`config.mk`:
```
export PLATFORM = sky130hd
export DESIGN_NAME = klst_front
export DESIGN_NICKNAME = d
export VERILOG_FILES = /design/src/hw/rtl/klst_pkg.sv /design/src/hw/rtl/klst_front.sv
export SDC_FILE = /design/constraint.sdc
export NUM_CORES = 1
export LEC_CHECK = 0
export BUFFER_PORTS_ARGS = -buffer_cell sky130_fd_sc_hd__buf_2
export CAP_MARGIN = 25
export CORE_ASPECT_RATIO = 1.25
export CORE_MARGIN = 10
export CORE_UTILIZATION = 50
export CTS_CLUSTER_SIZE = 24
export DETAILED_ROUTE_END_ITERATION = 10
export HOLD_SLACK_MARGIN = 0.08
export PLACE_DENSITY_LB_ADDON = 0.2
export SLEW_MARGIN = 25
export SYNTH_ARGS = -nofsm -noshare
export SYNTH_HDL_FRONTEND = slang
export SYNTH_SLANG_ARGS = --single-unit
```
`constraint.sdc`:
```
create_clock -name clk -period 13.3 [get_ports clk]
set_input_delay 3.325 -clock clk [delete_from_list [all_inputs] [get_ports clk]]
set_output_delay 3.325 -clock clk [all_outputs]
set_load 0.02 [all_outputs]
```
`src/hw/rtl/klst_pkg.sv`:
```
// shared types and constants for the keyed latency statistics table
package klst_pkg;

	localparam int ENTRIES_DEF  = 64;
	localparam int KEY_BITS_DEF = 32;

	typedef enum logic [2:0] {
		KIND_RECORD   = 3'd0,
		KIND_REGISTER = 3'd1,
		KIND_UNREG    = 3'd2,
		KIND_QUERY    = 3'd3,
		KIND_CLEAR    = 3'd4
	} kind_t;

	localparam logic [1:0] ST_OK        = 2'd0;
	localparam logic [1:0] ST_NOT_FOUND = 2'd1;
	localparam logic [1:0] ST_FULL      = 2'd2;

	// one command as the front end hands it to the back end
	typedef struct packed {
		logic [2:0]  kind;
		logic [63:0] key;
		logic [31:0] sample;
	} cmd_t;

	// one result item
	typedef struct packed {
		logic [1:0]  status;
		logic [63:0] calls;
		logic [31:0] avg;
		logic [31:0] mn;
		logic [31:0] mx;
	} res_t;

endpackage

```
`src/hw/rtl/klst_front.sv`:
```
// input stage and two-entry command queue
module klst_front #(
	parameter int KEY_BITS = klst_pkg::KEY_BITS_DEF
) (
	input  logic           clk,
	input  logic           arst_n,
	input  logic           in_valid,
	output logic           in_ready,
	input  logic [2:0]     in_kind,
	input  logic [31:0]    in_key,
	input  logic [31:0]    in_sample,
	output logic           cmd_valid,
	input  logic           cmd_ready,
	output klst_pkg::cmd_t cmd
);
	import klst_pkg::*;

	cmd_t       q_q [2];
	logic       rd_q, wr_q;
	logic [1:0] cnt_q;
	cmd_t       c_in;

	always_comb begin
		c_in = '0;
		c_in.kind = in_kind;
		for (int b = 0; b < 64; b++) begin
			if (b < KEY_BITS && b < 32) begin
				c_in.key[b] = in_key[b];
			end
		end
		c_in.sample = in_sample;
	end

	assign in_ready  = (cnt_q != 2'd2);
	assign cmd_valid = (cnt_q != 2'd0);
	assign cmd       = q_q[rd_q];

	always_ff @(posedge clk or negedge arst_n) begin
		if (!arst_n) begin
			rd_q <= 1'b0;
			wr_q <= 1'b0;
			cnt_q <= 2'd0;
		end else begin
			if (in_valid && in_ready) begin
				q_q[wr_q] <= c_in;
				wr_q <= ~wr_q;
			end
			if (cmd_valid && cmd_ready) begin
				rd_q <= ~rd_q;
			end
			cnt_q <= cnt_q + 2'(in_valid && in_ready) - 2'(cmd_valid && cmd_ready);
		end
	end

endmodule

```
# --- After elaboration in Yosys (flattened, before gate mapping) ---
# Memories as Yosys holds them, arrays and structs flattened.
# Cells that the tools add are included.
classes:
  add_sub_neg: 2
  mul: 0
  n_div: 0
  magnitude_cmp: 0
  eq_ne: 1
  n_shift: 0
  muxes: 2
  bitwise: 2
  reduce_logical: 4
op_table:
  columns: ["op", "count"]
  rows:
  - ["1-bit logical AND", 3]
  - ["2-bit by 1-bit adder with 2-bit output", 1]
  - ["1-bit 2-to-1 mux", 2]
  - ["2-bit inequality test (second input constant)", 1]
  - ["1-bit NOT", 2]
  - ["2-bit nonzero test", 1]
  - ["2-bit by 1-bit subtractor with 2-bit output", 1]
totals:
  register_bits: 4
  latchBits: 0
  ram_bits: 134
  rom_bits: 0
  output_inout_bits: 101
  elab_cells: 15
  n_memories: 1
mem_list:
  columns: ["name", "words", "width", "read_ports", "rd_ports_with_merged_regs", "write_ports", "line_no", "text"]
  rows:
  - ["q_q", 2, 67, 1, 0, 1, "klst_front.sv:18", "cmd_t q_q [2];"]

# --- Logic depth before layout (Yosys ltp) ---
# Gate-level depths: netlist of the first run.
logic_depth:
  word_depth: 5
  ltp_mapped: 7
  mapped_depth_nobuf: 7

# --- Least setup slack after synthesis of the first run ---
# No wires, ideal clock.
synth_path:
  path_type: "input -> register"
  startpoint: "input in_valid"
  endpoint: "memory q_q[0][0] (netlist name), enable pin"
  setup_time_ps: 588
  arrival_time_ps: 8353
  setup_slack_ps: 4359
  cell_stages: 2
  path_cell_list: "nand2_1 nor3b_1"
synth_between:
  elab_chain_len: 4
synth_rtl:
  columns: ["element", "line_no", "text"]
  rows:
  - ["start, declared", "klst_front.sv:7", "input logic in_valid,"]
  - ["1-bit logical AND", "klst_front.sv:44", "if (in_valid && in_ready) begin"]
  - ["1-bit 2-to-1 mux", "klst_front.sv:44", null]
  - ["1-bit logical AND (not written as such)", "klst_front.sv:45", "q_q[wr_q] <= c_in;"]
  - ["1-bit 2-to-1 mux (not written as such)", "klst_front.sv:45", null]
  - ["end, declared", "klst_front.sv:18", null]
# Every way passes these cells.

==> reports/results.tsv, run 1 <==
metric	value	unit
clkSinkCount	138	
required	9.97	ns
dieArea	0.01532	mm2
num-nets-final	484	
vdd_drop_max	127.6	uV
cts-root-buf	clkbuf_16	
cap_viol_max_count	0	
io_pins	172	
p_switching	0.4313	mW
cts_resized	0	
hpwl	6760	um
tns	0	ns
coreArea	0.01056	mm2
multi_input_area	0.001056	mm2
power_density	213.7	mW/mm2
clockBufferDepth	2	
synth_area	0.005373	mm2
crit_fanout	36	
htree_levels	4	
instances_no_fill	557	
power_frac_seq	0.409	
wl_per_cell	17.64	um
p_leak	2.603	nW
first_iter_violations	82	
antenna_found_initial	1	
placementRows	42	
drc_errors	0	
hold_viol_final	0	
hp-start	cnt_q[1]	
grt_max_degree	69	
synth_area_leaders	edfxtp_1, mux2_2, mux2_4	
clock_latency	0.40	ns
status	finished clean	
finalCritPeriodShare	0.4041	
place.gp.congestion	0.6867	
pwr-share-comb	0.278	
clk_pin_slew	0.05	ns
drv_slew	0	
rsz0062_at_grt	no	
r2r_start	cnt_q[1]	
drtPass1Iterations	4	
crit_start	rd_q	
hold_ws	0.5004	ns
setup_viol	0	
worstPathArrival	2.05	ns
die_width	112.7	um
regArea	0.004128	mm2
grt_pass1_wl	15310	um
min_path_type	flip-flop to flip-flop	
ys_seq_area_frac	0.7676	
numPortBuffers	139	
postRouteWirelength	9826	um
placed_area	0.006063	mm2
initial_core_util	0.5086	
finClkSkew	0.005945	ns
final_layout_size_suffix_gt1_frac	0.5731	
yosys_warnings	0	
final_core_util	0.6307	
synth_top_area_cell	edfxtp_1	
power.internal	0.9925	mW
clkPwrFrac	0.313	
syn2layout_area_growth	23.99	%
sw_frac_of_total	0.3029	
holdBufCountCts	0	
endpoint_kind	primary output	
worst_pin_slew	0.9356	ns
netlist_instances	259	
overflow	0	
synth.top_cell.area_share	0.7490	
slew_headroom	0.3763	
period_minus_slack	5.375	ns
avgSynthCellArea	20.74	um2
dp_cells	523	
ant_nets	0	
fill_cells	773	
tritoncts	built	
startpoint_type	flip-flop	
grt_pass1_vias	2994	
grt_usage	0.1299	
viasPerCell	4.781	
ys_ff_latch	138	
crit_type	flip-flop to primary output	
fin_area	0.006661	mm2
synth_cell_types	19	
post-cts-setup-buffer-count	0	
cts_made_buffers	17	
vias	2663	
max_freq	0.1861	GHz
die-height	135.9	um
## critical path: stages (launching register included)
cell and delay, ns:
dfrtp_4 0.79, buf_12 0.30, mux2_2 0.38, buf_2 0.16
## Yosys cell counts
library cell / number
and2_1: 1
and4_1: 1
buf_2: 4
buf_4: 32
buf_6: 2
buf_8: 2
conb_1: 1
dfrtp_1: 4
edfxtp_1: 134
ha_1: 2
inv_1: 1
mux2_2: 47
mux2_4: 20
nand2_1: 1
nand2b_1: 1
nor3b_1: 1
or2_2: 1
xnor2_1: 3
xor2_1: 1
## power by group through the flow
stage	clock network (mW)	registers, mW	logic, mW
finish	0.446	0.582	0.395
global route	0.475	0.591	0.425
detailed placement	0	0.614	0.379
global placement	0	0.611	0.377
floorplan	0	0.567	0.325
CTS	0.457	0.605	0.379
## registers in the layout, indices dropped and copies added (netlist names)
| signal | count |
|---|---|
| q_q | 134 |
| wr_q | 1 |
| rd_q | 1 |
| cnt_q | 2 |
## layout by cell type (no fill, tap or decap), drive strengths merged
cell type and instances:
nor3b 1, dfrtp 4, ha 2, inv 4, bufinv 2, edfxtp 134, nand2b 1, xnor2 3
and4 1, clkbuf 17, nand2 1, and2 1, conb 32, or2 1, xor2 1, buf 142
diode 1, clkinvlp 5, clkinv 5, mux2 67
## path summary, 6_finish.rpt
check | end | slack, ns | cells past startpoint
max in group asynchronous | rd_q | 10.41 | 1
setup / recovery | cmd[13] | 7.93 | 3
setup reg to reg | q_q[1][13] | 11.48 | 2
min in group asynchronous | cnt_q[0] | 2.73 | 1
hold reg to reg | cnt_q[1] | 0.50 | 1
hold / removal | cnt_q[1] | 0.50 | 1
## cell type report
cell class / count / area share
tap: 132 / 0.02479
multi-input combinational: 111 / 0.1585
antenna: 1 / 0.0003757
clock inverter: 15 / 0.02254
timing repair buffer: 142 / 0.1097
sequential: 138 / 0.6196
clock buffer: 17 / 0.06386
inverter: 1 / 0.0005635
## per-stage QoR
step,power (mW),worst slack [ns]
final,1.424,7.925
after floorplan,0.8920,4.359
after global placement,0.9883,8.232
after detailed placement,0.9925,8.232
after CTS,1.442,7.790
after global routing,1.492,7.788
## per-layer routing
layer / GRT usage / vias to the layer above / share of wire
met2: 0.2083 / 124 / 0.50
met5: 0 / - / 0
met4: 0.05297 / 0 / 0.0097
li1: - / 1232 / -
met1: 0.1284 / 1299 / 0.35
met3: 0.08951 / 8 / 0.14
## cell families (layout without fill, tap and decap cells)
family / Yosys count / in the layout / synth area share
XOR/XNOR: 4 / 4 / 0.006522
multiplexers: 67 / 67 / 0.1544
buffers and inverters: 41 / 175 / 0.05892
adder cells (fa/ha/maj): 2 / 2 / 0.004657
AND/OR/NAND/NOR: 6 / 6 / 0.007222
other: 1 / 33 / 0.0006980
flip-flops: 138 / 138 / 0.7676
Power figures use the tool's default switching activity.
==> run 2, diff against run 1 <==
Settings changed: CORE_UTILIZATION 50 to 46.
Clock period 13.3 ns to 4.8 ns, I/O delays scaled along.
==> reports/results.tsv, run 2 (synthesized netlist as in run 1, its figures left out) <==
metric	value	unit
status	finished clean	
syn2layout_area_growth	24.50	%
rsz0062_at_grt	no	
clk_pin_slew	0.05	ns
placementRows	44	
worstPathArrival	2.00	ns
power_density	596.8	mW/mm2
crit_fanout	37	
max_freq	0.3128	GHz
tritoncts	built	
coreArea	0.01151	mm2
grt_usage	0.1230	
initial_core_util	0.4669	
clkSinkCount	138	
hpwl	6994	um
drv_slew	0	
num-nets-final	484	
numPortBuffers	139	
cts_resized	0	
final_layout_size_suffix_gt1_frac	0.5745	
p_leak	2.616	nW
finClkSkew	0.01015	ns
grt_pass1_wl	14940	um
post-cts-setup-buffer-count	0	
required	3.60	ns
cts_made_buffers	17	
worst_pin_slew	0.9481	ns
drtPass1Iterations	4	
setup_viol	0	
htree_levels	4	
wl_per_cell	18.19	um
fill_cells	906	
postRouteWirelength	10220	um
layout_commonest_cell	buf_2	
drc_errors	0	
finalCritPeriodShare	0.6660	
min_path_type	flip-flop to flip-flop	
place.gp.congestion	0.6650	
io_pins	172	
die-height	140.8	um
mostFrequentLayoutCells	buf_2, edfxtp_1, mux2_2	
tns	0	ns
grt_max_degree	69	
cts-root-buf	clkbuf_16	
vias	2649	
hold_viol_final	0	
cap_viol_max_count	0	
grt_pass1_vias	2817	
die_width	116.7	um
overflow	0	
endpoint_kind	primary output	
clockBufferDepth	2	
dieArea	0.01643	mm2
period_minus_slack	3.197	ns
clock_latency	0.41	ns
slew_headroom	0.3679	
largest_reg_flops	134	
crit_type	flip-flop to primary output	
viasPerCell	4.714	
top_regs	q_q: 134 flops, cnt_q: 2 flops	
largest-register	q_q	
holdBufCountCts	0	
final_core_util	0.5813	
vdd_drop_max	339.6	uV
ant_nets	0	
startpoint_type	flip-flop	
antenna_found_initial	1	
total_power	3.992	mW
first_iter_violations	69	
[run 2: cell count changes in the layout (fill, tap and decap cells not counted)]
cell and change:
clkinv_4 -1, nor3b_4 +1, bufinv_16 +1, inv_6 -3, clkinv_2 +3, buf_12 -1, nor3b_2 -1, clkinv_1 -1
buf_16 +1
[run 2: area by class of cell]
type | instances | area, um2 | area share
inverter | 1 | 3.754 | 0.0005612
antenna | 1 | 2.502 | 0.0003741
clock inverter | 14 | 156.4 | 0.02338
clock buffer | 17 | 425.4 | 0.06360
multi-input combinational | 111 | 1062 | 0.1588
timing repair buffer | 142 | 738.2 | 0.1104
sequential | 138 | 4128 | 0.6171
tap | 138 | 172.7 | 0.02581
[run 2: final timing paths]
kind / startpoint / depth (start not counted) / end / slack, ns
max in group asynchronous: arst_n / 1 / rd_q / 4.05
min in group asynchronous: arst_n / 1 / cnt_q[0] / 0.59
worst max register to register: cnt_q[1] / 2 / q_q[1][4] / 2.97
worst min register to register: cnt_q[1] / 1 / cnt_q[1] / 0.50
worst max-delay path: rd_q / 3 / cmd[98] / 1.60
worst min-delay path: cnt_q[1] / 1 / cnt_q[1] / 0.50
[run 2: critical path: stages (launching register included)]
cell     delay [ns]
dfrtp_4        0.72
buf_16         0.28
mux2_2         0.37
buf_2          0.16
[run 2: metal layers]
| layer | vias up | track usage | wire length, um |
|---|---|---|---|
| met5 | - | 0 | 0 |
| met3 | 12 | 0.06327 | 1068 |
| met1 | 1291 | 0.1254 | 3690 |
| met2 | 109 | 0.2055 | 5320 |
| li1 | 1237 | - | - |
| met4 | 0 | 0.05280 | 144 |
[run 2: per-stage QoR]
step | hold slack [ns] | worst slack [ns] | cell area, um2 | cells
3_3_place_gp | 0.4911 | 1.854 | 6077 | 529
3_5_place_dp | 0.4890 | 1.868 | 6077 | 529
4_1_cts | 0.5056 | 1.413 | 6659 | 560
6_report | 0.5007 | 1.603 | 6689 | 562
2_1_floorplan | 0.4597 | 0.3606 | 5494 | 290
5_1_grt | 0.5339 | 1.510 | 6686 | 561
[run 2: where the power goes]
| group | switching (mW) | leakage (nW) | internal, mW |
|---|---|---|---|
| sequential | 0.0973 | 1.27 | 1.51 |
| combinational | 0.630 | 1.07 | 0.487 |
| clock | 0.465 | 0.274 | 0.805 |
| total | 1.19 | 2.62 | 2.80 |
==> run 3, diff against run 2 <==
Settings changed: CORE_UTILIZATION 46 to 50.
Clock period 4.8 ns to 3.32 ns, I/O delays scaled along.
==> reports/results.tsv, run 3 (synthesized netlist as in run 1, its figures left out) <==
metric	value	unit
status	finished clean	
worst_pin_slew	0.5549	ns
die-height	135.9	um
grt_util_met2	0.2189	
largest-register	q_q	
syn2layout_area_growth	25.45	%
finClkSkew	0.004654	ns
place.gp.congestion	0.7340	
crit_chain	buf_12, mux2_2, buf_2	
p_leak	2.643	nW
slew_headroom	0.6301	
tns	0	ns
grtUsageMet3	0.08069	
power.internal	4.197	mW
antennaDiodeCount	0	
path_delay_family	flip-flops	
dieArea	0.01532	mm2
placementRows	42	
numPortBuffers	139	
use_met1	0.1281	
grt_max_degree	40	
wl_per_cell	17.96	um
viasPerCell	4.785	
cap_viol_max_count	0	
grt_usage	0.1324	
worstPathBufferInverterCount	2	
grt_pass1_wl	15590	um
ant_nets	0	
finalCritPeriodShare	0.8720	
hold_viol_final	0	
clockBufferDepth	2	
crit_type	flip-flop to primary output	
busiest_layer	met2	
num-nets-final	485	
power_density	876.5	mW/mm2
clkSinkCount	138	
htree_levels	4	
first_iter_violations	97	
grt_pass1_vias	3015	
drc_errors	0	
final_layout_size_suffix_gt1_frac	0.5694	
startpoint_type	flip-flop	
min_path_type	primary input to async pin	
clock_latency	0.41	ns
power_frac_seq	0.394	
clk_pin_slew	0.05	ns
cts_resized	0	
sw_frac_of_total	0.2896	
tritoncts	built	
setup_viol	0	
placed_area	0.006110	mm2
drv_slew	0	
cts_made_buffers	17	
clkPwrFrac	0.335	
cts-root-buf	clkbuf_16	
hpwl	6951	um
slowest_stage	dfrtp_4	
largest_reg_flops	134	
postRouteWirelength	10010	um
mostFrequentLayoutCells	buf_2, edfxtp_1, mux2_2	
pwr-share-comb	0.271	
top_regs	q_q: 134 flops, cnt_q: 2 flops	
max_stage_delay	0.77	ns
die_width	112.7	um
drtPass1Iterations	4	
vias	2665	
crit_fanout	35	
period_minus_slack	2.895	ns
cp.depth	3	
p_switching	1.711	mW
r2r_cells	4	
vdd_drop_max	519.0	uV
rsz0062_at_grt	no	
layout_commonest_cell	buf_2	
coreArea	0.01056	mm2
io_pins	172	
initial_core_util	0.5086	
post-cts-setup-buffer-count	0	
antenna_found_initial	1	
endpoint_kind	primary output	
overflow	0	
required	2.49	ns
worstPathArrival	2.06	ns
fin_area	0.006740	mm2
max_freq	0.3454	GHz
holdBufCountCts	0	
[run 3: cell types whose count changed in the layout (fill, tap and decap cells not counted), sizes merged]
cell	delta
clkinvlp	-1
diode	-1
buf	+1
bufinv	+2
[run 3: power groups by stage]
stage	Combinational, mW	Sequential, mW	Clock (mW)
3_3_place_gp	1.63	2.36	0
3_5_place_dp	1.64	2.37	0
6_report	1.60	2.33	1.98
2_1_floorplan	1.30	2.26	0
5_1_grt	1.73	2.36	2.09
4_1_cts	1.64	2.34	2.03
[run 3: worst paths after layout]
path                           from          to  slack [ns]
setup / recovery               rd_q     cmd[24]        0.43
hold / removal               arst_n    cnt_q[0]        0.24
setup reg to reg           cnt_q[1]  q_q[0][24]        1.58
hold reg to reg            cnt_q[1]    cnt_q[1]        0.50
max in group asynchronous    arst_n        rd_q        2.92
min in group clk           cnt_q[1]    cnt_q[1]        0.50
[run 3: routing by layer]
metal	vias to the layer above	wire length [um]	share of wire
li1	1237	-	-
met1	1297	3467	0.35
met2	112	5210	0.52
met3	17	1150	0.11
met4	2	161	0.016
met5	-	17	0.0017
[run 3: final cells by class]
cell class / instances / area [um2]
clock inverter: 15 / 205.2
timing repair buffer: 143 / 750.7
fill: 773 / 3822
multi-input combinational: 111 / 1062
tap: 132 / 165.2
clock buffer: 17 / 425.4
sequential: 138 / 4128
inverter: 1 / 3.754
[run 3: stage by stage]
step	setup WS [ns]	total power [mW]	utilization	hold slack, ns	cells
after floorplan	0.1596	3.567	-	0.4597	290
after global placement	0.8299	3.986	0.5784	0.4802	525
after detailed placement	0.8258	4.007	0.5784	0.4878	525
after CTS	0.3821	6.001	0.6381	0.2155	557
after global routing	0.3369	6.180	0.6381	0.2184	557
final	0.4250	5.908	0.6381	0.2402	557
